**src/rtl/aled_pkg.sv**
```systemverilog
// Shared types and constants for the addressable LED bit encoder.
// No dependencies; imported by every module and by aled_cfg_if.
`timescale 1ns / 1ps

package aled_pkg;

	// Bit periods sent for one LED item
	localparam int BITS_PER_LED = 24;
	localparam int CNT_W = $clog2(BITS_PER_LED);

	// Configuration port
	localparam int CFG_IDX_W = 8;
	localparam int CFG_DATA_W = 8;

	localparam logic [CFG_IDX_W-1:0] REG_BRIGHTNESS   = 8'd0;
	localparam logic [CFG_IDX_W-1:0] REG_PULSE_LOW    = 8'd1;
	localparam logic [CFG_IDX_W-1:0] REG_PULSE_HIGH   = 8'd2;
	localparam logic [CFG_IDX_W-1:0] REG_RESET_BLOCKS = 8'd3;

	localparam logic [7:0] RST_BRIGHTNESS   = 8'd255;
	localparam logic [7:0] RST_PULSE_LOW    = 8'd29;
	localparam logic [7:0] RST_PULSE_HIGH   = 8'd58;
	localparam logic [7:0] RST_RESET_BLOCKS = 8'd3;

	// Item action codes
	localparam logic ACT_PIXEL = 1'b0;
	localparam logic ACT_GAP   = 1'b1;

	// Register file contents handed to front and back
	typedef struct packed {
		logic [7:0] brightness;
		logic [7:0] pulse_low;
		logic [7:0] pulse_high;
		logic [7:0] reset_blocks;
	} cfg_regs_t;

	// One classified item waiting to be serialized
	typedef struct packed {
		logic [BITS_PER_LED-1:0] bits;
		logic                    gap;
		logic                    done;
	} led_job_t;

endpackage

```
**src/rtl/aled_if.sv**
```systemverilog


interface aled_period_if;
	logic       valid;
	logic       ready;
	logic [7:0] duty;
	logic       block_end;
	logic       frame_done;

	modport source (output valid, duty, block_end, frame_done, input ready);
	modport sink (input valid, duty, block_end, frame_done, output ready);
endinterface


```
**src/rtl/aled_back.sv**
```systemverilog
// Back end: serializes one queued word into bit-period duty codes.
// Depends on aled_pkg and aled_period_if; fed by aled_queue.
`timescale 1ns / 1ps

module aled_back import aled_pkg::*; (
	input  logic          clk,
	input  logic          arst_n,
	input  logic          pop_valid,
	output logic          pop_ready,
	input  led_job_t      pop_data,
	input  cfg_regs_t     cfg_regs,
	aled_period_if.source led
);

	localparam logic [CNT_W-1:0] LAST_BIT = CNT_W'(BITS_PER_LED - 1);

	logic                    busy_q;
	logic [BITS_PER_LED-1:0] bits_q;
	logic                    gap_q;
	logic                    done_q;
	logic [CNT_W-1:0]        cnt_q;
	logic                    out_valid_q;
	logic [7:0]              duty_q;
	logic                    block_end_q;
	logic                    frame_done_q;

	logic out_free;
	logic emit;
	logic last;

	assign out_free  = !out_valid_q || led.ready;
	assign emit      = busy_q && out_free;
	assign last      = cnt_q == LAST_BIT;
	assign pop_ready = !busy_q || (out_free && last);

	// Sequencer control and output valid
	always_ff @(posedge clk or negedge arst_n) begin
		if (!arst_n) begin
			busy_q      <= 1'b0;
			cnt_q       <= '0;
			out_valid_q <= 1'b0;
		end else begin
			if (out_free) begin
				out_valid_q <= busy_q;
			end
			if (pop_ready && pop_valid) begin
				busy_q <= 1'b1;
				cnt_q  <= '0;
			end else if (emit) begin
				if (last) begin
					busy_q <= 1'b0;
				end
				cnt_q <= cnt_q + CNT_W'(1);
			end
		end
	end

	// Load the word, shift it out MSB first, drive the output register
	always_ff @(posedge clk) begin
		if (emit) begin
			duty_q       <= gap_q ? 8'd0 :
				(bits_q[BITS_PER_LED-1] ? cfg_regs.pulse_high : cfg_regs.pulse_low);
			block_end_q  <= last;
			frame_done_q <= last && done_q;
		end
		if (pop_ready && pop_valid) begin
			bits_q <= pop_data.bits;
			gap_q  <= pop_data.gap;
			done_q <= pop_data.done;
		end else if (emit) begin
			bits_q <= {bits_q[BITS_PER_LED-2:0], 1'b0};
		end
	end

	assign led.valid      = out_valid_q;
	assign led.duty       = duty_q;
	assign led.block_end  = block_end_q;
	assign led.frame_done = frame_done_q;

endmodule
```
**src/flat_wrapper.sv**
```systemverilog
// flat-port wrapper written by rule: the top's interface ports become plain ports
module aled_back_flat import aled_pkg::*;
  (clk, arst_n, pop_valid, pop_ready, pop_data, cfg_regs, led_valid, led_duty, led_block_end, led_frame_done, led_ready);
  aled_period_if led_i ();
  input  logic clk;
  input  logic arst_n;
  input  logic pop_valid;
  output logic pop_ready;
  input  led_job_t pop_data;
  input  cfg_regs_t cfg_regs;
  output wire logic [$bits(led_i.valid)-1:0] led_valid;
  output wire logic [$bits(led_i.duty)-1:0] led_duty;
  output wire logic [$bits(led_i.block_end)-1:0] led_block_end;
  output wire logic [$bits(led_i.frame_done)-1:0] led_frame_done;
  input wire logic [$bits(led_i.ready)-1:0] led_ready;
  assign led_valid = led_i.valid;
  assign led_duty = led_i.duty;
  assign led_block_end = led_i.block_end;
  assign led_frame_done = led_i.frame_done;
  assign led_i.ready = led_ready;
  aled_back u_core (.clk(clk), .arst_n(arst_n), .pop_valid(pop_valid), .pop_ready(pop_ready), .pop_data(pop_data), .cfg_regs(cfg_regs), .led(led_i));
endmodule
```
**config.mk**
```make
export PLATFORM = sky130hd
export DESIGN_NAME = aled_back_flat
export DESIGN_NICKNAME = d
export VERILOG_FILES = /design/src/rtl/aled_pkg.sv /design/src/rtl/aled_if.sv /design/src/rtl/aled_back.sv /design/src/flat_wrapper.sv
export SDC_FILE = /design/constraint.sdc
export NUM_CORES = 1
export LEC_CHECK = 0
export ABC_AREA = 1
export BUFFER_PORTS_ARGS = -buffer_cell sky130_fd_sc_hd__buf_2
export CORE_UTILIZATION = 48
export DETAILED_ROUTE_END_ITERATION = 10
export PLACE_DENSITY = 0.78
export SLEW_MARGIN = 20
export SYNTH_ARGS = -nofsm -noshare
export SYNTH_HDL_FRONTEND = slang
export SYNTH_SLANG_ARGS = --single-unit
```
**constraint.sdc**
```tcl
create_clock -name clk -period 1.8 [get_ports clk]
set_input_delay 0.36 -clock clk [delete_from_list [all_inputs] [get_ports clk]]
set_output_delay 0.36 -clock clk [all_outputs]
set_load 0.005 [all_outputs]
```
==> metrics <==
met1 layer wirelength in the final routing=roughly 1700 um; outcome=complete, no violations; count of final hold-check violations=0; antenna-violating nets left=0; number of setup violations in the final report=0; cell breakdown of the critical path=ha_2, nand2_2, inv_2, nand3_2, nand2_4, buf_12, buf_2; data arrival time of the critical path=1.41 ns; Synth async-reset ratio=0.163; WL per Instance=12.2 um; DP HPWL=between 2000 and 2500 um; CP Max Fanout=3; total count of max-transition violations in the final report=0; final clock skew=0.00715 ns; uppermost layer routed=met4; count of warnings emitted by yosys=0; actual slew at the worst max-slew pin=about 0.37 ns; type of the setup path with the least slack=reg2out; core region area=approximately 0.0038 mm2; Tcrit/Tclk final=0.982; Post-Place Cells=between 200 and 300; Achievable Freq=between 0.5 and 0.6 GHz; I/O Pins=74; clock-pin slew reported for the worst setup and hold paths after clock tree synthesis=0.08 ns; layout cell share with drive strength beyond 1=0.337; Worst R2R Setup Slack=0.16 ns; Setup WS post-layout=0.0318 ns; leading post-synthesis cells by cell area=edfxtp_1, nand2_1, dfrtp_1, nand3_1, a21oi_1; required time worst endpoint=about 1.4 ns; met3 routed WL=about 280 um; routed via count divided by cell count=~5.0; worst slack, placed=about 0.17 ns; commonest register cell after synthesis=edfxtp_1; leakage power=roughly 1.2 nW; cell area after technology mapping=0.00196 mm2; number of clock buffers inserted by TritonCTS=5; Worst Setup Start Kind=register; total number of vias=around 1.5k; Die Y-Extent=between 60 and 70 um; root cell of the clock tree=clkbuf_8; total power per unit cell area=~1100 mW/mm2; GRT Total Usage=0.193; top cell types by occurrence after synthesis=nand2_1, edfxtp_1, nand3_1, a21oi_1, inv_1; final routed DRC violation total=0; mean post-synth cell area=a little over 10 um2; cell accounting for the most synthesized area=edfxtp_1; cell area reported after detailed placement=~0.0023 mm2; class of the most critical hold timing path=in2reg; aggregate routed wire length=approximately 3800 um; crit path buf inv count=3; Routed met2 length=1730 um; proportion of netlist area held by the largest area contributor=0.552; worst voltage drop across the vdd grid=roughly 0.74 mV; clock tree from TritonCTS=done; sum of overflow across all layers after global routing=0; sequential fraction of the synthesis area=0.641; Fin Setup TNS=0 ns; post-layout utilization of the core=0.661; floorplan row count=22; P&R area growth vs syn=28.1%; cell at the slowest stage of the critical path=dfrtp_1; clock tree sinks=between 40 and 50; fill cell instance count of the final layout=315; initial core utilization=0.516; final critical path time including I/O delays and setup=about 1.8 ns; max-capacitance violation count=0; post-synthesis cell count=between 150 and 200; vias in the first global route=1386; Die Wd=~66 um; iteration count of the initial detailed-routing pass=4; count of different cell masters after synthesis=20; Critical Path Max Stage Delay=about 0.40 ns; cell family contributing the most delay on the critical path=flip-flops; net count after synthesis=between 200 and 300; diode count=0; category of the worst setup path capture point=output pin; CTS Buffer Depth=2; maximum number of pins on one net before global-route repair=32; Finished Layout Cells=a little over 300; wire length of the first global-routing pass=6150 um; final non-filler cell area=between 0.002 and 0.003 mm2; initial DRC count=95; number of nets in the final layout=about 320; final RePlAce weighted congestion=0.817; most common cell in the synthesized netlist=nand2_1; H-tree depth=2; floorplan die area=around 0.0043 mm2; latest clock arrival within the worst-skew pair=about 0.29 ns; number of buffers inserted by port buffering=57; number of antenna violations at the first check in global routing=0; slew margin rel.=0.752; EDFF count, synth=36; synthesized flop and latch total=43
==> sequential cells by signal, summed over array words and instances, names as in the netlist <==
signal / count
u_core.led.frame_done: 1
u_core.led.duty: 8
u_core.gap_q: 1
u_core.bits_q: 24
u_core.led.valid: 1
u_core.done_q: 1
u_core.led.block_end: 1
u_core.busy_q: 1
u_core.cnt_q: 5
==> metal layers <==
| layer | GRT usage | vias to the layer above |
|---|---|---|
| li1 | - | 774 |
| met1 | 0.246 | 699 |
| met2 | 0.315 | 54 |
| met3 | 0.0655 | 4 |
| met4 | 0.0489 | 0 |
| met5 | 0 | - |
==> cells in the final DEF (no fill, tap or decap), types with 2 or more instances in the layout <==
master and count:
nand2_1 73, and3_1 2, clkbuf_8 5, nand2_2 6, inv_1 10, nand2_4 2, buf_4 8, dfrtp_1 7
buf_2 57, nand3_1 25, buf_12 2, nor2_1 6, edfxtp_1 36, bufinv_16 2, a21oi_1 11, nor2_2 2
==> path summary, 6_finish.rpt <==
| path | cells past startpoint | from | to |
|---|---|---|---|
| min in group asynchronous | 2 | arst_n | u_core.led.valid |
| worst max-delay path | 7 | u_core.cnt_q[1] | pop_ready |
| worst min-delay path | 1 | pop_data[1] | u_core.gap_q |
| worst max register to register | 9 | u_core.cnt_q[1] | u_core.bits_q[11] |
| worst min register to register | 2 | u_core.bits_q[5] | u_core.bits_q[6] |
| max in group asynchronous | 2 | arst_n | u_core.busy_q |
==> cell type report <==
type                            instances  area (um2)  area share
Clock buffer                            6        72.6      0.0289
Sequential cell                        43        1260       0.500
Multi-Input combinational cell        130         592       0.236
Inverter                               11        41.3      0.0165
Timing Repair Buffer                   69         428       0.170
Tap cell                               48        60.1      0.0239
Clock inverter                          2        60.1      0.0239
==> cells by family after synthesis <==
group,Yosys count,share of synthesized area
AO/OA/AOI/OAI,11,0.0281
AND/OR/NAND/NOR,118,0.265
buffers and inverters,21,0.0594
adder cells (fa/ha/maj),1,0.00638
flip-flops,43,0.641
==> report_power, final <==
part,total [W],switching [W],leakage [nW],internal (W)
logic,0.000553,0.000292,0.718,0.000260
clock network,0.000874,0.000319,0.0654,0.000554
registers,0.00139,0.0000955,0.440,0.00130
total,0.00282,0.000707,1.22,0.00211
==> stage by stage <==
stage          power [W]  hold slack (ns)
2_1_floorplan    0.00170           0.0644
3_3_place_gp     0.00185            0.207
3_5_place_dp     0.00187            0.207
4_1_cts          0.00280            0.229
5_1_grt          0.00298            0.223
6_report         0.00282            0.237
==> timing repair <==
| item | CTS | global route |
|---|---|---|
| hold buffers | 1 | 0 |
| endpoints found under the setup margin | 1 | 1 |
| gates resized for setup | 2 | 0 |
| setup buffers | 3 | 4 |
| endpoints found under the hold margin | 7 | 0 |
| pin swaps | 0 | 3 |
| gates cloned | 1 | 0 |
Power figures use the tool's default switching activity.
