`src/rtl/aled_pkg.sv`:
```
// Shared types and constants for the addressable LED bit encoder.
// No dependencies; imported by every module and by aled_cfg_if.
`timescale 1ns / 1ps

package aled_pkg;

	// Bit periods sent for one LED item
	localparam int BITS_PER_LED = 24;
	localparam int CNT_W = $clog2(BITS_PER_LED);

	// Configuration port
	localparam int CFG_IDX_W = 8;
	localparam int CFG_DATA_W = 8;

	localparam logic [CFG_IDX_W-1:0] REG_BRIGHTNESS   = 8'd0;
	localparam logic [CFG_IDX_W-1:0] REG_PULSE_LOW    = 8'd1;
	localparam logic [CFG_IDX_W-1:0] REG_PULSE_HIGH   = 8'd2;
	localparam logic [CFG_IDX_W-1:0] REG_RESET_BLOCKS = 8'd3;

	localparam logic [7:0] RST_BRIGHTNESS   = 8'd255;
	localparam logic [7:0] RST_PULSE_LOW    = 8'd29;
	localparam logic [7:0] RST_PULSE_HIGH   = 8'd58;
	localparam logic [7:0] RST_RESET_BLOCKS = 8'd3;

	// Item action codes
	localparam logic ACT_PIXEL = 1'b0;
	localparam logic ACT_GAP   = 1'b1;

	// Register file contents handed to front and back
	typedef struct packed {
		logic [7:0] brightness;
		logic [7:0] pulse_low;
		logic [7:0] pulse_high;
		logic [7:0] reset_blocks;
	} cfg_regs_t;

	// One classified item waiting to be serialized
	typedef struct packed {
		logic [BITS_PER_LED-1:0] bits;
		logic                    gap;
		logic                    done;
	} led_job_t;

endpackage

```
`src/rtl/aled_queue.sv`:
```
// Small register queue between front and back ends.
// Depends on aled_pkg for the entry type.
`timescale 1ns / 1ps

module aled_queue import aled_pkg::*; #(
	parameter int DEPTH = 2
) (
	input  logic     clk,
	input  logic     arst_n,
	input  logic     push_valid,
	output logic     push_ready,
	input  led_job_t push_data,
	output logic     pop_valid,
	input  logic     pop_ready,
	output led_job_t pop_data
);

	localparam int PTR_W = (DEPTH > 1) ? $clog2(DEPTH) : 1;
	localparam int CNT_W_Q = $clog2(DEPTH + 1);
	localparam logic [PTR_W-1:0] LAST_PTR = PTR_W'(DEPTH - 1);

	led_job_t           mem_q [DEPTH];
	logic [PTR_W-1:0]   wr_q;
	logic [PTR_W-1:0]   rd_q;
	logic [CNT_W_Q-1:0] count_q;

	logic push;
	logic pop;

	assign push_ready = count_q != CNT_W_Q'(DEPTH);
	assign pop_valid  = count_q != '0;
	assign push       = push_valid && push_ready;
	assign pop        = pop_valid && pop_ready;
	assign pop_data   = mem_q[rd_q];

	// Advance pointers and fill count
	always_ff @(posedge clk or negedge arst_n) begin
		if (!arst_n) begin
			wr_q    <= '0;
			rd_q    <= '0;
			count_q <= '0;
		end else begin
			if (push) begin
				wr_q <= (wr_q == LAST_PTR) ? '0 : wr_q + PTR_W'(1);
			end
			if (pop) begin
				rd_q <= (rd_q == LAST_PTR) ? '0 : rd_q + PTR_W'(1);
			end
			if (push && !pop) begin
				count_q <= count_q + CNT_W_Q'(1);
			end else if (pop && !push) begin
				count_q <= count_q - CNT_W_Q'(1);
			end
		end
	end

	// Store entries
	always_ff @(posedge clk) begin
		if (push) begin
			mem_q[wr_q] <= push_data;
		end
	end

endmodule

```
`config.mk`:
```
export PLATFORM = sky130hd
export DESIGN_NAME = aled_queue
export DESIGN_NICKNAME = d
export VERILOG_FILES = /design/src/rtl/aled_pkg.sv /design/src/rtl/aled_queue.sv
export SDC_FILE = /design/constraint.sdc
export NUM_CORES = 1
export LEC_CHECK = 0
export BUFFER_PORTS_ARGS = -buffer_cell sky130_fd_sc_hd__buf_2
export CORE_AREA = 5 5 75 77
export CTS_CLUSTER_SIZE = 16
export DETAILED_ROUTE_END_ITERATION = 10
export DIE_AREA = 0 0 80 82
export GPL_TIMING_DRIVEN = 0
export PLACE_DENSITY = 0.74
export SETUP_SLACK_MARGIN = 0.3
export SYNTH_ARGS = -nofsm -noshare
export SYNTH_HDL_FRONTEND = slang
export SYNTH_SLANG_ARGS = --single-unit
```
`constraint.sdc`:
```
create_clock -name clk -period 2.18 [get_ports clk]
set_clock_uncertainty 0.2 [all_clocks]
set_input_delay 0.218 -clock clk [delete_from_list [all_inputs] [get_ports clk]]
set_output_delay 0.218 -clock clk [all_outputs]
set_load 0.05 [all_outputs]
```
==> results.ini, run 1 <==
[die]
io_pins = 58
dieArea_um2 = 6560
die_y_um = 82
rows = 26
coreArea_um2 = 4945
fp.dieW_um = 80
initial_core_util_pct = 43.90

[yosys]
syn-cell-area_um2 = 2171
syn_area_per_cell_um2 = 21.93
syn_inst = 99
ys_seq_elements = 56
yosysUniqueCellTypes = 15
ys_warn_count = 0
ys_seq_area_share_pct = 76.54
syn_nets = 130

[detailed_routing]
vias = 1206
top_layer_used = met4
first_iter_violations = 66
drt-met1-wl_um = 1589
drt_first_pass_iters = 4
finalWirelength_um = 4093
post-route-drc-count = 0
routedWlPerCell_um = 15.56
ant_nets = 0
drt-vias-per-instance = 4.586
wl_met2_um = 2242
wl_met3_um = 222

[pwr]
p_leak_nw = 1.233
peakVddDrop_v = 0.001074
p_per_area_nw_per_um2 = 1448

[place]
portBuffers = 57
dp_hpwl_um = 2555
placed_cells = 226
gp_congestion = 0.6390
pre_cts_ws_ps = 219.3

[sta]
rsz0062_at_grt = true
layout_setup_ws_ps = 324.9
max_freq_mhz = 539.0
final-max-slew-violation-count = 0
setup_viol = 0
setup-tns-final_ps = 0
max_slew_margin_pct = 58.23
min_period_ps = 1855
max_slew.worst_pin.slew_ps = 626.5
hold_slack_ps = 37.42
final_hold_viol_count = 0
timing.final.crit_share_pct = 85.10

[setup_path]
start_kind = flop
cp_cell_sequence = buf_6 > buf_12 > mux2_4 > buf_8
path_class = flop to output pin
crit_required_ps = 1760
crit_fanout = 10
slowest_stage = dfrtp_1
cp_num_cells = 4
r2r_cells = 1
endpoint_kind = output pin
arrival_ps = 1440
critPathBufInv = 3
critPathTopFamily = buffers and inverters
max_stage_delay_ps = 380

[grt]
grt_pass1_wl_um = 6541
grt_use_total_pct = 13.32
grt-ovfl-total = 0
grt_start_max_net_pins = 27
antenna_found_initial = 0
grt_pass1_vias = 1368

[cts]
clock_sinks = 56
clkTransAtPathRegs_ps = 90
clock_latency_ps = 290
root_buffer = clkbuf_8
h-tree-depth = 2
clock_path_buffers = 2
cts_tree = yes
cts_made_buffers = 5

[cells_and_area]
drive_gt1_share_pct = 51.81
fillCellCount = 383
synthToLayoutAreaGrowth_pct = 42.42
final_nets = 224
final_cell_count_no_fill = 263
utilization_pct = 62.53
antennaDiodeCount = 0

[min_path]
hp-class = primary input to flop
holdPathStages = 3

[run]
drv_cap = 0

[status]
status = finished, final reports clean

kinds of logic after synthesis:
group                    Yosys count  share of synthesized area, %
multiplexers                      26                         16.77
AND/OR/NAND/NOR                    7                         1.557
flip-flops                        56                         76.54
XOR/XNOR                           5                         2.018
buffers and inverters              4                         2.536
adder cells (fa/ha/maj)            1                        0.5763
cell usage after synthesis:
cell	n	area, µm²
and3_1	1	6.260
buf_12	2	40.04
buf_6	1	11.26
dfrtp_1	4	100.1
edfxtp_1	52	1562
ha_1	1	12.51
inv_1	1	3.750
mux2_2	7	78.83
mux2_4	19	285.3
nand2_1	2	7.510
nand2b_1	1	6.260
nor2_1	2	7.510
or2_1	1	6.260
xnor2_1	3	26.28
xor2_1	2	17.52
power breakdown:
group	switching (mW)	internal (mW)
registers	0.108	1.48
clock network	0.304	0.218
logic	1.40	0.975
registers in the layout, summed over array words and instances, names as in the netlist:
name     flops
count_q      2
wr_q         1
mem_q       52
rd_q         1
metal layers:
layer / GRT usage [%] / vias to the layer above
met5: 0 / -
met4: 4.054 / 0
met3: 3.070 / 5
met2: 25.33 / 44
met1: 14.72 / 593
li1: - / 564
layout by cell type (no fill, tap or decap), types with 3 or more instances in the layout:
master	instances
dlygate4sd3_1	27
mux2_2	7
xnor2_1	3
dfrtp_1	4
buf_6	22
edfxtp_1	52
buf_2	34
clkbuf_8	5
mux2_4	19
final timing paths:
path	endpoint	from	slack, ps
worst max-delay path	pop_data[2]	rd_q$_DFFE_PN0P_	320
worst min-delay path	rd_q$_DFFE_PN0P_	pop_ready	40
worst max register to register	mem_q[1][4]$_DFFE_PP_	wr_q$_DFFE_PN0P_	410
worst min register to register	count_q[0]$_DFFE_PN0P_	count_q[0]$_DFFE_PN0P_	360
max in group asynchronous	rd_q$_DFFE_PN0P_	arst_n	1610
min in group asynchronous	count_q[1]$_DFFE_PN0P_	arst_n	50
metrics by stage:
step | power (mW) | area, µm²
CTS | 4.470 | 3060
global route | 4.672 | 3092
floorplan | 3.236 | 2187
global placement | 3.563 | 2560
finish | 4.478 | 3092
detailed placement | 3.624 | 2560
timing repair:
item	CTS	global route
resized for setup	40	14
setup buffers	2	0
pin swaps	1	0
cloned	1	0
hold buffers	27	0
hold endpoints to repair	56	0
setup endpoints to repair	45	28
layout make-up:
type	instances	area, µm²	share of cell area [%]
Sequential cell	56	1662	53.74
Clock inverter	2	12.51	0.4047
Buffer	3	51.30	1.659
Tap cell	70	87.58	2.833
Timing Repair Buffer	86	721.9	23.35
Clock buffer	5	68.82	2.226
Multi-Input combinational cell	40	484.2	15.66
Inverter	1	3.754	0.1214
Power figures use the tool's default switching activity.
==> inputs of run 2 (changes only) <==
--- a/config.mk
+++ b/config.mk
@@ -12,6 +12,7 @@
 export DIE_AREA = 0 0 80 82
 export GPL_TIMING_DRIVEN = 0
 export PLACE_DENSITY = 0.74
+export RECOVER_POWER = 100
 export SETUP_SLACK_MARGIN = 0.3
 export SYNTH_ARGS = -nofsm -noshare
 export SYNTH_HDL_FRONTEND = slang
==> run 2 against run 1 <==
Die area unchanged. Via count down 0.41%. Flip-flop and latch count unchanged. Critical path depth down 1. Non-clock buffer count unchanged. Wire length up 0.12%. Critical path type unchanged. First-iteration DRC count down 18%. Final cell count unchanged. Clock power about the same. Critical endpoint is now pop_data[25]. Core utilization down 3.6 points.
==> results.ini, run 2 (synthesis results as in run 1) <==
[cells_and_area]
final_common_cell = edfxtp_1
largest_reg_flops = 52
largest-register = mem_q
synthToLayoutAreaGrowth_pct = 34.29
layout_common_cells = edfxtp_1 (52), dlygate4sd3_1 (27), clkbuf_1 (23), clkbuf_2 (23), mux2_4 (19)
seq_area_um2 = 1662
multi_input_area_um2 = 481.7
drive_gt1_share_pct = 39.38
antennaDiodeCount = 0
final_nets = 224
reg.largest.list = mem_q: 52 flops, count_q: 2 flops
fillCellCount = 430

[detailed_routing]
routedWlPerCell_um = 15.58
ant_nets = 0
post-route-drc-count = 0
drt-vias-per-instance = 4.567
drt_first_pass_iters = 3
finalWirelength_um = 4098
vias = 1201
first_iter_violations = 54

[setup_path]
critPathBufInv = 2
crit_fanout = 7
start_kind = flop
path_class = flop to output pin
slowest_stage = clkbuf_1
max_stage_delay_ps = 480
arrival_ps = 1520
cp_cell_sequence = buf_6 > mux2_2 > clkbuf_1
crit_required_ps = 1760
critPathTopFamily = buffers and inverters
endpoint_kind = output pin

[cts]
cts_tree = yes
clock_latency_ps = 290
h-tree-depth = 2
clkTransAtPathRegs_ps = 90
clock_sinks = 56
root_buffer = clkbuf_8
cts_made_buffers = 5
clock_path_buffers = 2

[die]
die_y_um = 82
coreArea_um2 = 4945
io_pins = 58
dieArea_um2 = 6560
initial_core_util_pct = 43.90
fp.dieW_um = 80
rows = 26

[sta]
setup-tns-final_ps = 0
rsz0062_at_grt = true
max_freq_mhz = 516.2
final_hold_viol_count = 0
layout_setup_ws_ps = 242.9
max_slew.worst_pin.slew_ps = 616.0
setup_viol = 0
final-max-slew-violation-count = 0
max_slew_margin_pct = 58.94
timing.final.crit_share_pct = 88.86
min_period_ps = 1937

[pwr]
peakVddDrop_v = 0.001028
total_power_mw = 4.179
p_leak_nw = 1.127
p_per_area_nw_per_um2 = 1433

[place]
pre_cts_ws_ps = 219.3
dp_hpwl_um = 2555
gp_congestion = 0.6390
portBuffers = 57

[min_path]
hp-class = primary input to flop

[grt]
grt_use_total_pct = 13.32
grt_pass1_wl_um = 6541
antenna_found_initial = 0
grt_start_max_net_pins = 27
grt-ovfl-total = 0
grt_pass1_vias = 1368

[status]
status = finished, final reports clean

[run]
drv_cap = 0

run 2: changes by cell type in the layout (fill, tap and decap cells not counted), sizes merged:
cell and change:
clkbuf +46, buf -46
run 2: report_power, final:
part	internal (mW)	switching, mW
Sequential	1.48	0.106
Combinational	0.715	1.36
Clock	0.218	0.303
Total	2.41	1.77
run 2: worst min-delay path, stage by stage:
cell,delay (ps)
buf_2,100
nand2_1,100
xnor2_1,80
run 2: final timing paths:
path / to / startpoint / cells after the start / slack, ps
worst min register to register: count_q[1]$_DFFE_PN0P_ / count_q[1]$_DFFE_PN0P_ / 1 / 360
worst max register to register: count_q[1]$_DFFE_PN0P_ / count_q[0]$_DFFE_PN0P_ / 7 / 300
worst max-delay path: pop_data[25] / rd_q$_DFFE_PN0P_ / 3 / 240
min in group asynchronous: count_q[1]$_DFFE_PN0P_ / arst_n / 2 / 80
max in group asynchronous: rd_q$_DFFE_PN0P_ / arst_n / 2 / 1510
worst min-delay path: rd_q$_DFFE_PN0P_ / pop_ready / 3 / 40
run 2: metrics by stage:
step                      instance area [µm²]  hold slack [ps]  util (%)  std cells
after floorplan                          2187           -277.6         -         99
after global placement                   2560           -178.3     51.77        226
after detailed placement                 2560           -169.6     51.77        226
after CTS                                3060            31.52     61.89        263
after global routing                     2915            59.31     58.96        263
final                                    2915            36.60     58.96        263
run 2: metal layers:
metal | track usage [%] | wire [µm]
met4 | 4.054 | 24
met5 | 0 | 0
met2 | 25.33 | 2258
met1 | 14.72 | 1630
met3 | 3.070 | 185
run 2: cell type report:
type | count | share of cell area (%)
inverters | 1 | 0.1288
clock buffers | 5 | 2.361
clock inverters | 2 | 0.4292
well taps | 70 | 3.004
plain buffers | 3 | 1.760
flip-flops and latches | 56 | 57.00
repair buffers | 86 | 18.80
multi-input cells | 40 | 16.52
run 2: what timing repair did:
item | 4_1_cts | 5_1_grt
gates cloned | 1 | 0
setup buffers | 2 | 0
endpoints found under the hold margin | 56 | 0
setup endpoints to repair | 45 | 28
pin swaps | 1 | 0
hold buffers | 27 | 0
gates resized for setup | 40 | 14
==> inputs of run 3 (changes only) <==
--- a/config.mk
+++ b/config.mk
@@ -6,12 +6,13 @@
 export NUM_CORES = 1
 export LEC_CHECK = 0
 export BUFFER_PORTS_ARGS = -buffer_cell sky130_fd_sc_hd__buf_2
-export CORE_AREA = 5 5 75 77
+export CORE_AREA = 5 5 73 75
+export CTS_BUF_LIST = sky130_fd_sc_hd__clkbuf_8
 export CTS_CLUSTER_SIZE = 16
 export DETAILED_ROUTE_END_ITERATION = 10
-export DIE_AREA = 0 0 80 82
+export DIE_AREA = 0 0 78 80
 export GPL_TIMING_DRIVEN = 0
-export PLACE_DENSITY = 0.74
+export PLACE_DENSITY = 0.77
 export RECOVER_POWER = 100
 export SETUP_SLACK_MARGIN = 0.3
 export SYNTH_ARGS = -nofsm -noshare
==> run 3 against run 2 <==
Clock power is 0.8% higher. Non-clock buffer count shrank 1. Register-to-register slack is essentially flat. Global-route usage barely moved. Power is 0.86% lower. Sequential power hardly changed. Flip-flop and latch count stayed put. Combinational power is essentially flat. Via count is 2.7% lower.
==> results.ini, run 3 (synthesis results as in run 1) <==
[die]
fp.dieW_um = 78
die_y_um = 80
dieArea_um2 = 6240
initial_core_util_pct = 47.21
coreArea_um2 = 4598
io_pins = 58
rows = 25

[detailed_routing]
finalWirelength_um = 3868
first_iter_violations = 60
ant_nets = 0
drt_first_pass_iters = 4
post-route-drc-count = 0
drt-vias-per-instance = 4.752
routedWlPerCell_um = 15.72
vias = 1169

[sta]
max_freq_mhz = 513.8
final-max-slew-violation-count = 0
setup-tns-final_ps = 0
hold_slack_ps = 86.47
timing.final.crit_share_pct = 89.28
final_hold_viol_count = 0
rsz0062_at_grt = true
setup_viol = 0
min_period_ps = 1946
max_slew.worst_pin.slew_ps = 640.9
max_slew_margin_pct = 57.27

[cts]
clock_path_buffers = 2
clkTransAtPathRegs_ps = 90
cts_tree = yes
clock_latency_ps = 300
h-tree-depth = 2
cts_made_buffers = 5
clock_sinks = 56
root_buffer = clkbuf_8
post-cts-setup-buffers = 0

[place]
portBuffers = 57
gp_congestion = 0.6063
placed_cells = 210
dp_hpwl_um = 2471

[grt]
grt_pass1_vias = 1336
grt_pass1_wl_um = 6299
grt_use_total_pct = 13.31
grt_start_max_net_pins = 27
grt-ovfl-total = 0
antenna_found_initial = 0

[cells_and_area]
layout_common_cells = edfxtp_1 (52), dlygate4sd3_1 (28), clkbuf_1 (26), mux2_4 (19), clkbuf_2 (16)
final_nets = 223
largest-register = mem_q
final_cell_count_no_fill = 246
reg.largest.list = mem_q: 52 flops, count_q: 2 flops
drive_gt1_share_pct = 36.46
synthToLayoutAreaGrowth_pct = 33.20
largest_reg_flops = 52
final_common_cell = edfxtp_1
antennaDiodeCount = 0

[setup_path]
max_stage_delay_ps = 480
slowest_stage = clkbuf_1
crit_fanout = 9
timing.reg2reg.setup_slack_ps = 300
endpoint_kind = output pin
start_kind = flop
crit_required_ps = 1760
cp_cell_sequence = buf_6 > mux2_2 > clkbuf_1
arrival_ps = 1530
path_class = flop to output pin

[run]
drv_cap = 0

[pwr]
p_seq_share_pct = 38.2
power.share.clock_pct = 12.7
p_sw_share_pct = 42.27
peakVddDrop_v = 0.0009987
p_per_area_nw_per_um2 = 1433
p_leak_nw = 1.110
p_sw_mw = 1.751
pwr-share-comb_pct = 49.2
p_int_mw = 2.391

[status]
status = finished, final reports clean

[min_path]
hp-class = primary input to asynchronous set/reset pin

==> run 3: cell count changes in the layout (fill, tap and decap cells not counted), sizes merged <==
cell         delta
dlygate4sd3     +1
buf             +2
clkbuf          -4
==> run 3: layer usage <==
| layer | global-route usage, % | wire length (µm) | share of wire (%) |
|---|---|---|---|
| met3 | 2.935 | 223 | 5.8 |
| met1 | 14.56 | 1502 | 39 |
| met2 | 24.87 | 2100 | 54 |
| met5 | 0 | 0 | 0 |
| met4 | 5.068 | 42 | 1.1 |
==> run 3: repair_timing <==
| item | 4_1_cts | 5_1_grt |
|---|---|---|
| setup endpoints to repair | 45 | 20 |
| hold endpoints to repair | 57 | 0 |
| pin swaps | 1 | 0 |
| hold buffers | 28 | 0 |
| gates cloned | 1 | 0 |
| gates resized for setup | 39 | 1 |
==> run 3: worst paths after layout <==
kind | endpoint | start | depth (start not counted)
max | pop_data[25] | rd_q$_DFFE_PN0P_ | 3
min | count_q[0]$_DFFE_PN0P_ | arst_n | 2
max reg2reg | count_q[1]$_DFFE_PN0P_ | count_q[0]$_DFFE_PN0P_ | 7
min reg2reg | count_q[1]$_DFFE_PN0P_ | count_q[1]$_DFFE_PN0P_ | 1
max in group asynchronous | rd_q$_DFFE_PN0P_ | arst_n | 2
min in group clk | wr_q$_DFFE_PN0P_ | push_valid | 3
==> run 3: final cells by class <==
class | count | area [µm²]
clock buffers | 5 | 68.82
clock inverters | 2 | 12.51
inverters | 1 | 3.754
fillers | 351 | 1707
plain buffers | 3 | 51.30
repair buffers | 85 | 551.8
flip-flops and latches | 56 | 1662
multi-input cells | 40 | 474.2
well taps | 54 | 67.56
==> run 3: power groups by stage <==
| stage | Sequential, mW | Combinational [mW] | Clock, mW |
|---|---|---|---|
| 2_1_floorplan | 1.57 | 1.67 | 0 |
| 3_3_place_gp | 1.58 | 1.98 | 0 |
| 3_5_place_dp | 1.60 | 2.01 | 0 |
| 4_1_cts | 1.59 | 2.29 | 0.539 |
| 5_1_grt | 1.61 | 2.15 | 0.577 |
| 6_report | 1.58 | 2.04 | 0.525 |
==> run 3: through the flow <==
step	utilization (%)	power (mW)	area, µm²	worst slack [ps]
floorplan	-	3.236	2187	345.3
global placement	55.24	3.556	2540	322.2
detailed placement	55.24	3.610	2540	225.7
CTS	65.93	4.416	3032	302.1
global route	62.88	4.334	2892	164.3
finish	62.88	4.143	2892	233.6
==> run 3: worst max-delay path: cells and delay by family (launching register included) <==
kind,cells,cell delay [ps]
buf+inv,2,630
flops,1,380
mux,1,220
