`src/rtl/aled_pkg.sv`:
```
// Shared types and constants for the addressable LED bit encoder.
// No dependencies; imported by every module and by aled_cfg_if.
`timescale 1ns / 1ps

package aled_pkg;

	// Bit periods sent for one LED item
	localparam int BITS_PER_LED = 24;
	localparam int CNT_W = $clog2(BITS_PER_LED);

	// Configuration port
	localparam int CFG_IDX_W = 8;
	localparam int CFG_DATA_W = 8;

	localparam logic [CFG_IDX_W-1:0] REG_BRIGHTNESS   = 8'd0;
	localparam logic [CFG_IDX_W-1:0] REG_PULSE_LOW    = 8'd1;
	localparam logic [CFG_IDX_W-1:0] REG_PULSE_HIGH   = 8'd2;
	localparam logic [CFG_IDX_W-1:0] REG_RESET_BLOCKS = 8'd3;

	localparam logic [7:0] RST_BRIGHTNESS   = 8'd255;
	localparam logic [7:0] RST_PULSE_LOW    = 8'd29;
	localparam logic [7:0] RST_PULSE_HIGH   = 8'd58;
	localparam logic [7:0] RST_RESET_BLOCKS = 8'd3;

	// Item action codes
	localparam logic ACT_PIXEL = 1'b0;
	localparam logic ACT_GAP   = 1'b1;

	// Register file contents handed to front and back
	typedef struct packed {
		logic [7:0] brightness;
		logic [7:0] pulse_low;
		logic [7:0] pulse_high;
		logic [7:0] reset_blocks;
	} cfg_regs_t;

	// One classified item waiting to be serialized
	typedef struct packed {
		logic [BITS_PER_LED-1:0] bits;
		logic                    gap;
		logic                    done;
	} led_job_t;

endpackage

```
`src/rtl/aled_if.sv`:
```
// Handshake interfaces: pixel input, bit-period output, configuration write.
// Depends on aled_pkg.
`timescale 1ns / 1ps

interface aled_pix_if;
	logic       valid;
	logic       ready;
	logic       action;
	logic [7:0] red;
	logic [7:0] green;
	logic [7:0] blue;

	modport source (output valid, action, red, green, blue, input ready);
	modport sink (input valid, action, red, green, blue, output ready);
endinterface


```
`src/rtl/aled_front.sv`:
```
// Front end: accepts pixel and gap words, scales colours, tracks the gap count.
// Depends on aled_pkg and aled_pix_if; feeds aled_queue.
`timescale 1ns / 1ps

module aled_front import aled_pkg::*; (
	input  logic           clk,
	input  logic           arst_n,
	aled_pix_if.sink       pix,
	input  cfg_regs_t      cfg_regs,
	output logic           push_valid,
	input  logic           push_ready,
	output led_job_t       push_data
);

	logic        valid_s1;
	logic        gap_s1;
	logic        done_s1;
	logic [15:0] prod_r_s1;
	logic [15:0] prod_g_s1;
	logic [15:0] prod_b_s1;
	logic [7:0]  gap_count_q;

	logic        accept;
	logic [8:0]  gap_next;
	logic        gap_done;

	assign pix.ready = !valid_s1 || push_ready;
	assign accept    = pix.valid && pix.ready;

	// Gap completes once the count reaches the programmed length
	assign gap_next = {1'b0, gap_count_q} + 9'd1;
	assign gap_done = gap_next >= {1'b0, cfg_regs.reset_blocks};

	// Stage 1 control and gap counter
	always_ff @(posedge clk or negedge arst_n) begin
		if (!arst_n) begin
			valid_s1    <= 1'b0;
			gap_count_q <= '0;
		end else begin
			if (accept) begin
				valid_s1 <= 1'b1;
				if (pix.action == ACT_PIXEL || gap_done) begin
					gap_count_q <= '0;
				end else begin
					gap_count_q <= gap_next[7:0];
				end
			end else if (push_ready) begin
				valid_s1 <= 1'b0;
			end
		end
	end

	// Stage 1 payload: channel times brightness
	always_ff @(posedge clk) begin
		if (accept) begin
			gap_s1    <= (pix.action == ACT_GAP);
			done_s1   <= (pix.action == ACT_GAP) && gap_done;
			prod_r_s1 <= pix.red * cfg_regs.brightness;
			prod_g_s1 <= pix.green * cfg_regs.brightness;
			prod_b_s1 <= pix.blue * cfg_regs.brightness;
		end
	end

	// Divide an 8x8 product by 255, exact over the whole product range
	function automatic logic [7:0] div255(input logic [15:0] p);
		logic [16:0] t;
		t = {1'b0, p} + {9'd0, p[15:8]} + 17'd1;
		return t[15:8];
	endfunction

	// Hand the word to the queue, green then red then blue
	assign push_valid     = valid_s1;
	assign push_data.bits = gap_s1 ? '0 :
		{div255(prod_g_s1), div255(prod_r_s1), div255(prod_b_s1)};
	assign push_data.gap  = gap_s1;
	assign push_data.done = done_s1;

endmodule

```
`src/flat_wrapper.sv`:
```
// flat-port wrapper written by rule: the top's interface ports become plain ports
module aled_front_flat import aled_pkg::*;
  (clk, arst_n, cfg_regs, push_valid, push_ready, push_data, pix_valid, pix_action, pix_red, pix_green, pix_blue, pix_ready);
  aled_pix_if pix_i ();
  input  logic clk;
  input  logic arst_n;
  input  cfg_regs_t cfg_regs;
  output logic push_valid;
  input  logic push_ready;
  output led_job_t push_data;
  input wire logic [$bits(pix_i.valid)-1:0] pix_valid;
  input wire logic [$bits(pix_i.action)-1:0] pix_action;
  input wire logic [$bits(pix_i.red)-1:0] pix_red;
  input wire logic [$bits(pix_i.green)-1:0] pix_green;
  input wire logic [$bits(pix_i.blue)-1:0] pix_blue;
  output wire logic [$bits(pix_i.ready)-1:0] pix_ready;
  assign pix_i.valid = pix_valid;
  assign pix_i.action = pix_action;
  assign pix_i.red = pix_red;
  assign pix_i.green = pix_green;
  assign pix_i.blue = pix_blue;
  assign pix_ready = pix_i.ready;
  aled_front u_core (.clk(clk), .arst_n(arst_n), .pix(pix_i), .cfg_regs(cfg_regs), .push_valid(push_valid), .push_ready(push_ready), .push_data(push_data));
endmodule
```
`config.mk`:
```
export PLATFORM = sky130hd
export DESIGN_NAME = aled_front_flat
export DESIGN_NICKNAME = d
export VERILOG_FILES = /design/src/rtl/aled_pkg.sv /design/src/rtl/aled_if.sv /design/src/rtl/aled_front.sv /design/src/flat_wrapper.sv
export SDC_FILE = /design/constraint.sdc
export NUM_CORES = 1
export LEC_CHECK = 0
export BUFFER_PORTS_ARGS = -buffer_cell sky130_fd_sc_hd__buf_4
export CAP_MARGIN = 20
export CORE_MARGIN = 4
export CORE_UTILIZATION = 42
export CTS_BUF_LIST = sky130_fd_sc_hd__clkbuf_16
export DETAILED_ROUTE_END_ITERATION = 10
export PLACE_DENSITY_LB_ADDON = 0.12
export SETUP_SLACK_MARGIN = 0.3
export SLEW_MARGIN = 20
export SYNTH_ARGS = -nofsm -noshare
export SYNTH_HDL_FRONTEND = slang
export SYNTH_SLANG_ARGS = --single-unit
```
`constraint.sdc`:
```
create_clock -name clk -period 2.9 [get_ports clk]
set_input_delay 0.29 -clock clk [delete_from_list [all_inputs] [get_ports clk]]
set_output_delay 0.29 -clock clk [all_outputs]
set_load 0.01 [all_outputs]
```
==> results of run 1 <==
## sequential cells by signal, indices dropped and copies added (netlist names)
name,count
u_core.gap_count_q,8
u_core.push_valid,1
u_core.prod_r_s1,16
u_core.prod_b_s1,16
u_core.prod_g_s1,16
u_core.gap_s1,1
u_core.done_s1,1
## cells in the mapped netlist, drive strengths merged (2+ instances only)
cell	count	area share, %
a21oi	43	2.2
o21ai	29	1.5
o31ai	20	1.6
a21o	7	0.54
nand2	71	2.8
nand2b	5	0.32
a31oi	6	0.39
or2	3	0.19
o31a	3	0.27
o221ai	2	0.18
o211a	3	0.39
o211ai	6	0.47
nor2b	11	0.71
xor2	11	1.0
buf	6	0.47
edfxtp	50	16
ha	138	18
nor4	5	0.32
nand4	6	0.39
clkbuf	22	0.85
or4b	2	0.21
or3	9	0.58
a311o	2	0.21
a211oi	4	0.36
nor2	29	1.1
and2	157	10
o2111ai	6	0.54
inv	181	7.0
o21bai	2	0.16
nor3	6	0.31
xnor2	25	2.3
a221oi	6	0.67
or4	12	0.93
a2111oi	2	0.31
mux2	2	0.23
o21a	7	0.54
dfrtp	9	2.3
a311oi	2	0.18
and3	7	0.45
nand3	12	0.62
fa	108	22
## layer usage
layer  GRT usage (%)  part of all wire, %  vias to the layer above  routed length [um]
met5               0                    0                        -                   0
met4           3.950                  1.5                        0                 348
li1                -                    -                     3960                   -
met3           1.806                  3.0                       24                 708
met2           31.64                   49                      110               11680
met1           24.81                   46                     3886               10860
## power breakdown
part / switching, mW / internal, mW
Combinational: 3.84 / 4.28
Clock: 0.377 / 0.619
Sequential: 0.261 / 1.37
Total: 4.48 / 6.26
## cells by family after synthesis
group           after synthesis  share of synthesized area, %
simple gates                338                         19.40
fa+ha+maj                   246                         40.17
buf+inv                     209                         8.335
compound gates              152                         10.78
flops                        59                         17.83
xor+xnor                     36                         3.257
mux                           2                        0.2326
## area by class of cell
cell class	count	area [um^2]	share of cell area, %
Tap cell	285	356.6	2.573
Inverter	181	679.4	4.902
Sequential cell	59	1727	12.46
Multi-Input combinational cell	775	8542	61.63
Timing Repair Buffer	261	2277	16.43
Clock buffer	10	250.2	1.805
Clock inverter	6	28.78	0.2076
## cell usage in the layout, fill, tap and decap left out, types with 7 or more instances in the layout
| master | instances |
|---|---|
| a21o_1 | 7 |
| and2_1 | 125 |
| ha_1 | 104 |
| nand2_1 | 58 |
| buf_4 | 214 |
| a21oi_2 | 29 |
| edfxtp_1 | 50 |
| o31ai_4 | 8 |
| inv_1 | 155 |
| xnor2_2 | 8 |
| xor2_1 | 9 |
| o31ai_1 | 8 |
| ha_4 | 30 |
| clkbuf_16 | 11 |
| nor2_1 | 21 |
| o21ai_0 | 10 |
| o21ai_1 | 7 |
| inv_2 | 28 |
| xnor2_1 | 16 |
| nand2_2 | 7 |
| o21ai_2 | 11 |
| a21oi_1 | 9 |
| fa_1 | 96 |
| fa_2 | 12 |
| or4_4 | 10 |
| nor2b_1 | 7 |
| and2_4 | 32 |
| dfrtp_1 | 9 |
| buf_6 | 32 |
## repair_timing
| item | in CTS | in global routing |
|---|---|---|
| hold buffers | 1 | 0 |
| setup endpoints to repair | 64 | 68 |
| pin swaps | 94 | 80 |
| endpoints found under the hold margin | 9 | 0 |
| buffers inserted | 28 | 24 |
| gates resized for setup | 175 | 104 |
| gates cloned | 6 | 1 |
## worst register-to-register path: cells and delay by family (launching register included)
family	cells	cell delay [ps]
flip-flops	1	390
adder cells (fa/ha/maj)	1	280
XOR/XNOR	1	170
AO/OA/AOI/OAI	5	1050
buffers and inverters	1	160
AND/OR/NAND/NOR	2	300
## metrics by stage
stage                     hold WS, ps  power, mW  instances
after floorplan                -5.591      5.659       1042
final                           178.9      10.75       1577
after CTS                       174.6      9.999       1552
after global placement          119.3      7.494       1501
after global routing            183.0      11.69       1577
after detailed placement        118.6      7.569       1501
## worst paths after layout
kind | slack [ps] | end | depth (start not counted) | from
min in group asynchronous | 330 | u_core.gap_count_q[0] | 2 | arst_n
min reg2reg | 540 | u_core.gap_count_q[7] | 2 | u_core.gap_count_q[7]
max in group asynchronous | 2430 | u_core.gap_count_q[6] | 2 | arst_n
max reg2reg | 460 | u_core.gap_count_q[7] | 10 | u_core.gap_count_q[0]
max | -840 | u_core.prod_b_s1[15] | 15 | cfg_regs[26]
min | 180 | u_core.push_valid | 2 | pix_valid
==> metrics.txt, run 1 <==
# TYPE chip_impl_metric gauge
chip_impl_info{name="timing.critical_path.cells",value="buf_12 -> buf_12 -> and2_4 -> fa_2 -> fa_1 -> fa_1 -> inv_1 -> fa_1 -> inv_2 -> ha_4 -> o21a_1 -> o31ai_4 -> a311o_1 -> and3_1 -> a311oi_2"} 1
chip_impl_info{name="worst_hold_path_type",value="in2reg"} 1
chip_impl_metric{name="wl_per_cell",unit="um"} 14.96
chip_impl_metric{name="timing.clock.skew",unit="ps"} 6.634
chip_impl_metric{name="drt_first_pass_iters",unit=""} 4
chip_impl_info{name="clock-root-buffer",value="clkbuf_16"} 1
chip_impl_metric{name="drc",unit=""} 0
chip_impl_metric{name="htreeDepth",unit=""} 3
chip_impl_metric{name="detail_route_antenna_nets",unit=""} 0
chip_impl_metric{name="layout-area-overhead-vs-synth",unit="%"} 43.16
chip_impl_info{name="status",value="complete, but fails checks"} 1
chip_impl_info{name="critPathKind",value="in2reg"} 1
chip_impl_metric{name="grt_util_all_layers",unit="%"} 18.20
chip_impl_metric{name="finalCriticalPeriod",unit="ps"} 3737
chip_impl_metric{name="postSynthRegisterBits",unit=""} 59
chip_impl_info{name="failed_checks",value="setup timing"} 1
chip_impl_metric{name="power_leakage",unit="nW"} 6.478
chip_impl_metric{name="net_count_synth",unit=""} 1349
chip_impl_metric{name="setup-violations-final",unit=""} 30
chip_impl_metric{name="antennaDiodeCount",unit=""} 0
chip_impl_metric{name="antenna_found_initial",unit=""} 0
chip_impl_metric{name="route.detailed.vias_per_inst",unit=""} 5.060
chip_impl_metric{name="post-route-worst-setup-slack",unit="ps"} -837.1
chip_impl_metric{name="placement_rows",unit=""} 55
chip_impl_metric{name="wirelength",unit="um"} 23590
chip_impl_metric{name="grt_start_max_net_pins",unit=""} 33
chip_impl_metric{name="fillcell_total",unit=""} 1867
chip_impl_metric{name="crit_path_max_incr_delay",unit="ps"} 540
chip_impl_metric{name="synth_area_per_cell",unit="um^2"} 9.292
chip_impl_metric{name="finalWeightedCongestion",unit=""} 0.8233
chip_impl_metric{name="clockBufferDepth",unit=""} 2
chip_impl_metric{name="grt_remaining_overflow",unit=""} 0
chip_impl_metric{name="sequential_fraction_of_the_synthesis_area",unit="%"} 17.83
chip_impl_metric{name="slew_violations",unit=""} 0
chip_impl_metric{name="timing_hold_violations_final",unit=""} 0
chip_impl_info{name="start_kind",value="input pin"} 1
chip_impl_info{name="critPathCaptureType",value="flip-flop"} 1
chip_impl_metric{name="register_clock_pin_slew_on_the_reported_worst_setup_and_hold_paths",unit="ps"} 50
chip_impl_metric{name="fp.coreArea",unit="um^2"} 22640
chip_impl_metric{name="power.density",unit="nW/um^2"} 775.2
chip_impl_metric{name="tightestPinTransition",unit="ps"} 452.5
chip_impl_metric{name="number_of_cts_inserted_buffers",unit=""} 9
chip_impl_info{name="unrepaired_setup_endpoints_after_global_routing",value="true"} 1
chip_impl_metric{name="cts_num_sinks",unit=""} 59
chip_impl_info{name="cpLargestDelayFamily",value="adder cells"} 1
chip_impl_metric{name="max_freq",unit="MHz"} 267.6
chip_impl_metric{name="design.die.area",unit="um^2"} 25550
chip_impl_metric{name="yosysUniqueCellTypes",unit=""} 52
chip_impl_metric{name="pre_cts_slack",unit="ps"} -1310
chip_impl_metric{name="ys_warn_count",unit=""} 0
chip_impl_metric{name="drt_first_iter_violations",unit=""} 254
chip_impl_metric{name="finish.utilization",unit="%"} 61.22
chip_impl_metric{name="setup_total_negative_slack",unit="ps"} -18320
chip_impl_metric{name="drive_gt1_share",unit="%"} 40.94
chip_impl_metric{name="critPathRequiredTime",unit="ps"} 3060
chip_impl_metric{name="grt_pass1_wl",unit="um"} 39070
chip_impl_metric{name="fin_crit_sh",unit="%"} 128.9
chip_impl_metric{name="hpwlAfterDp",unit="um"} 17450
chip_impl_metric{name="post-route-cell-area",unit="um^2"} 13860
chip_impl_metric{name="route.vias.total",unit=""} 7980
chip_impl_metric{name="synthesis.area",unit="um^2"} 9682
chip_impl_metric{name="io_pins",unit=""} 89
chip_impl_metric{name="synthesis.instances",unit=""} 1042
chip_impl_metric{name="max_capacitance_violation_count",unit=""} 0
chip_impl_metric{name="ir_worst_vdd",unit="mV"} 0.3912
chip_impl_metric{name="placed_area",unit="um^2"} 11860
chip_impl_info{name="path_common_cell",value="fa_1"} 1
chip_impl_metric{name="initial_utilization",unit="%"} 42.76
chip_impl_metric{name="asyncSetResetFlopFracSynth",unit="%"} 15.25
chip_impl_metric{name="layout.nets",unit=""} 1594
chip_impl_info{name="synth-main-ff-cell",value="edfxtp_1"} 1
chip_impl_metric{name="count_of_input_and_output_buffers",unit=""} 72
chip_impl_metric{name="timing.critical_path.fanout_max",unit=""} 7
chip_impl_info{name="tritoncts",value="done"} 1
chip_impl_info{name="critical-path-slowest-cell",value="fa_1"} 1
chip_impl_metric{name="max_slew_margin",unit="%"} 69.76
chip_impl_metric{name="dieWidth",unit="um"} 159.8
chip_impl_metric{name="synth-edff-count",unit=""} 50
chip_impl_metric{name="worst_ep_arrival_time",unit="ps"} 3890
chip_impl_metric{name="die_y",unit="um"} 159.8
chip_impl_metric{name="critPathBufInv",unit=""} 4
chip_impl_metric{name="clock_insertion_delay_worst_skew",unit="ps"} 320
chip_impl_metric{name="first_global_vias",unit=""} 8242
Note: power is estimated with default switching activity, not from simulation.
==> run 2: changes to the inputs <==
- CTS_BUF_LIST: sky130_fd_sc_hd__clkbuf_16 -> sky130_fd_sc_hd__clkbuf_4
==> run 2 against run 1 <==
Effect of this change:
- the run still ends with setup timing left
- largest cell class unchanged
- highest routed layer unchanged
- critical endpoint unchanged
- count of clock-buffer cells in the layout up 1
- non-clock buffer count down 3
- power down 5.5%
- sequential cell count unchanged
==> metrics.txt, run 2 (synthesis gave the netlist of run 1 again) <==
# TYPE chip_impl_metric gauge
chip_impl_metric{name="dieWidth",unit="um"} 159.8
chip_impl_info{name="unrepaired_setup_endpoints_after_global_routing",value="true"} 1
chip_impl_metric{name="layout-area-overhead-vs-synth",unit="%"} 39.49
chip_impl_info{name="failed_checks",value="setup timing"} 1
chip_impl_info{name="critPathKind",value="in2reg"} 1
chip_impl_metric{name="r2r_setup_slack",unit="ps"} 410
chip_impl_info{name="start_kind",value="input pin"} 1
chip_impl_metric{name="route.vias.total",unit=""} 7915
chip_impl_metric{name="drt_first_iter_violations",unit=""} 277
chip_impl_info{name="clock-root-buffer",value="clkbuf_4"} 1
chip_impl_metric{name="layout.nets",unit=""} 1591
chip_impl_metric{name="max_capacitance_violation_count",unit=""} 0
chip_impl_metric{name="post-route-worst-setup-slack",unit="ps"} -782.2
chip_impl_metric{name="register_clock_pin_slew_on_the_reported_worst_setup_and_hold_paths",unit="ps"} 110
chip_impl_metric{name="antenna_found_initial",unit=""} 1
chip_impl_metric{name="clockBufferDepth",unit=""} 2
chip_impl_metric{name="finish.utilization",unit="%"} 59.65
chip_impl_metric{name="power_leakage",unit="nW"} 6.338
chip_impl_info{name="r2r-end",value="u_core.done_s1"} 1
chip_impl_metric{name="initial_utilization",unit="%"} 42.76
chip_impl_info{name="grt-busiest-layer",value="met2"} 1
chip_impl_metric{name="count_of_input_and_output_buffers",unit=""} 72
chip_impl_metric{name="number_of_cts_inserted_buffers",unit=""} 9
chip_impl_metric{name="drt_first_pass_iters",unit=""} 4
chip_impl_metric{name="max_slew_margin",unit="%"} 69.31
chip_impl_metric{name="timing_hold_violations_final",unit=""} 0
chip_impl_metric{name="grt_util_all_layers",unit="%"} 17.86
chip_impl_metric{name="grt_start_max_net_pins",unit=""} 33
chip_impl_metric{name="fin_crit_sh",unit="%"} 127.0
chip_impl_metric{name="grt.met2_usage",unit="%"} 31.29
chip_impl_metric{name="setup-violations-final",unit=""} 31
chip_impl_metric{name="clock_insertion_delay_worst_skew",unit="ps"} 410
chip_impl_metric{name="fp.coreArea",unit="um^2"} 22640
chip_impl_info{name="worstReg2RegStart",value="u_core.gap_count_q[0]"} 1
chip_impl_metric{name="drc",unit=""} 0
chip_impl_metric{name="grt_remaining_overflow",unit=""} 0
chip_impl_metric{name="worst_ep_arrival_time",unit="ps"} 3930
chip_impl_metric{name="detail_route_antenna_nets",unit=""} 0
chip_impl_info{name="status",value="complete, but fails checks"} 1
chip_impl_metric{name="grt_util_met3",unit="%"} 1.910
chip_impl_info{name="holdCritStartpoint",value="pix_valid"} 1
chip_impl_metric{name="tightestPinTransition",unit="ps"} 459.2
chip_impl_metric{name="finalWeightedCongestion",unit=""} 0.8233
chip_impl_metric{name="power.density",unit="nW/um^2"} 751.6
chip_impl_metric{name="min_path_cells",unit=""} 2
chip_impl_metric{name="wl_per_cell",unit="um"} 14.59
chip_impl_metric{name="wirelength",unit="um"} 22980
chip_impl_metric{name="critPathRequiredTime",unit="ps"} 3150
chip_impl_metric{name="hold_ws",unit="ps"} 87.17
chip_impl_metric{name="finalCriticalPeriod",unit="ps"} 3682
chip_impl_metric{name="timing.critical_path.fanout_max",unit=""} 14
chip_impl_metric{name="die_y",unit="um"} 159.8
chip_impl_metric{name="io_pins",unit=""} 89
chip_impl_info{name="most_common_cell_after_layout_fill_and_taps_aside",value="buf_4"} 1
chip_impl_info{name="largestRegisters",value="u_core.prod_b_s1 x16, u_core.prod_g_s1 x16, u_core.prod_r_s1 x16"} 1
chip_impl_metric{name="grt_pass1_wl",unit="um"} 38480
chip_impl_info{name="tritoncts",value="done"} 1
chip_impl_metric{name="htreeDepth",unit=""} 3
chip_impl_metric{name="hpwlAfterDp",unit="um"} 17450
chip_impl_metric{name="max_freq",unit="MHz"} 271.6
chip_impl_metric{name="design.die.area",unit="um^2"} 25550
chip_impl_metric{name="cts_num_sinks",unit=""} 59
chip_impl_metric{name="slew_violations",unit=""} 0
chip_impl_metric{name="route.detailed.vias_per_inst",unit=""} 5.025
chip_impl_info{name="hold_end",value="u_core.push_valid"} 1
chip_impl_info{name="critPathCaptureType",value="flip-flop"} 1
chip_impl_metric{name="placement_rows",unit=""} 55
chip_impl_metric{name="total_power",unit="mW"} 10.15
chip_impl_metric{name="ir_worst_vdd",unit="mV"} 0.4751
chip_impl_info{name="worst_hold_path_type",value="in2reg"} 1
chip_impl_metric{name="grt_util_met1",unit="%"} 24.19
chip_impl_metric{name="timing.clock.skew",unit="ps"} 15.54
chip_impl_metric{name="drive_gt1_share",unit="%"} 38.71
chip_impl_info{name="layout_common_cells",value="220 x buf_4, 161 x inv_1, 133 x and2_1"} 1
chip_impl_metric{name="reg2regPathDepth",unit=""} 11
chip_impl_metric{name="first_global_vias",unit=""} 8191
[run 2: worst max-delay path, stage by stage]
cell,delay [ps]
buf_12,130
buf_4,140
and2_1,150
fa_1,550
fa_1,430
fa_1,490
inv_1,50
fa_1,470
inv_1,60
ha_4,270
o21a_1,150
o21ai_2,70
a311o_1,350
and3_1,170
a311oi_2,170
[run 2: layout make-up]
type                            instances  area (um^2)
Antenna cell                            1        2.502
Fill cell                            1921         9135
Multi-Input combinational cell        775         8427
Sequential cell                        59         1727
Timing Repair Buffer                  258         2180
Inverter                              181        679.4
Clock inverter                          5        51.30
Clock buffer                           11        82.58
Tap cell                              285        356.6
[run 2: timing repair]
action / CTS / global route
resized for setup: 146 / 90
pin swaps: 83 / 83
hold buffers: 1 / 0
gates cloned: 4 / 1
endpoints found under the hold margin: 9 / 0
setup buffers: 30 / 21
setup endpoints to repair: 64 / 69
[run 2: how the worst max path moves through the flow]
stage | from | end | slack (ps) | depth (start not counted)
after CTS | cfg_regs[26] | u_core.prod_r_s1[15] | -740 | 16
after global routing | cfg_regs[26] | u_core.prod_g_s1[15] | -870 | 15
final | cfg_regs[28] | u_core.prod_b_s1[15] | -780 | 15
after detailed placement | cfg_regs[26] | u_core.prod_g_s1[15] | -1310 | 15
after global placement | cfg_regs[28] | u_core.prod_r_s1[15] | -1230 | 16
after floorplan | cfg_regs[26] | u_core.prod_r_s1[15] | -1080 | 16
[run 2: power breakdown]
| part | switching [mW] | total [mW] | internal, mW |
|---|---|---|---|
| Combinational | 3.77 | 7.93 | 4.16 |
| Clock | 0.326 | 0.606 | 0.280 |
| Sequential | 0.251 | 1.62 | 1.36 |
| Total | 4.35 | 10.2 | 5.80 |
[run 2: routing by layer]
metal  share of wire (%)  vias up  routed length, um
met2                  50      106              11440
met5                   0        -                  0
met4                 1.3        0                301
li1                    -     3947                  -
met1                  46     3843              10620
met3                 2.6       19                607
[run 2: through the flow]
step / instances / instance area, um^2 / setup WS (ps) / TNS (ps)
6_report: 1575 / 13510 / -782.2 / -16410
5_1_grt: 1575 / 13510 / -866.9 / -19180
4_1_cts: 1552 / 12930 / -737.9 / -15480
3_5_place_dp: 1501 / 11860 / -1310 / -32590
3_3_place_gp: 1501 / 11860 / -1229 / -31560
2_1_floorplan: 1042 / 10190 / -1079 / -21620
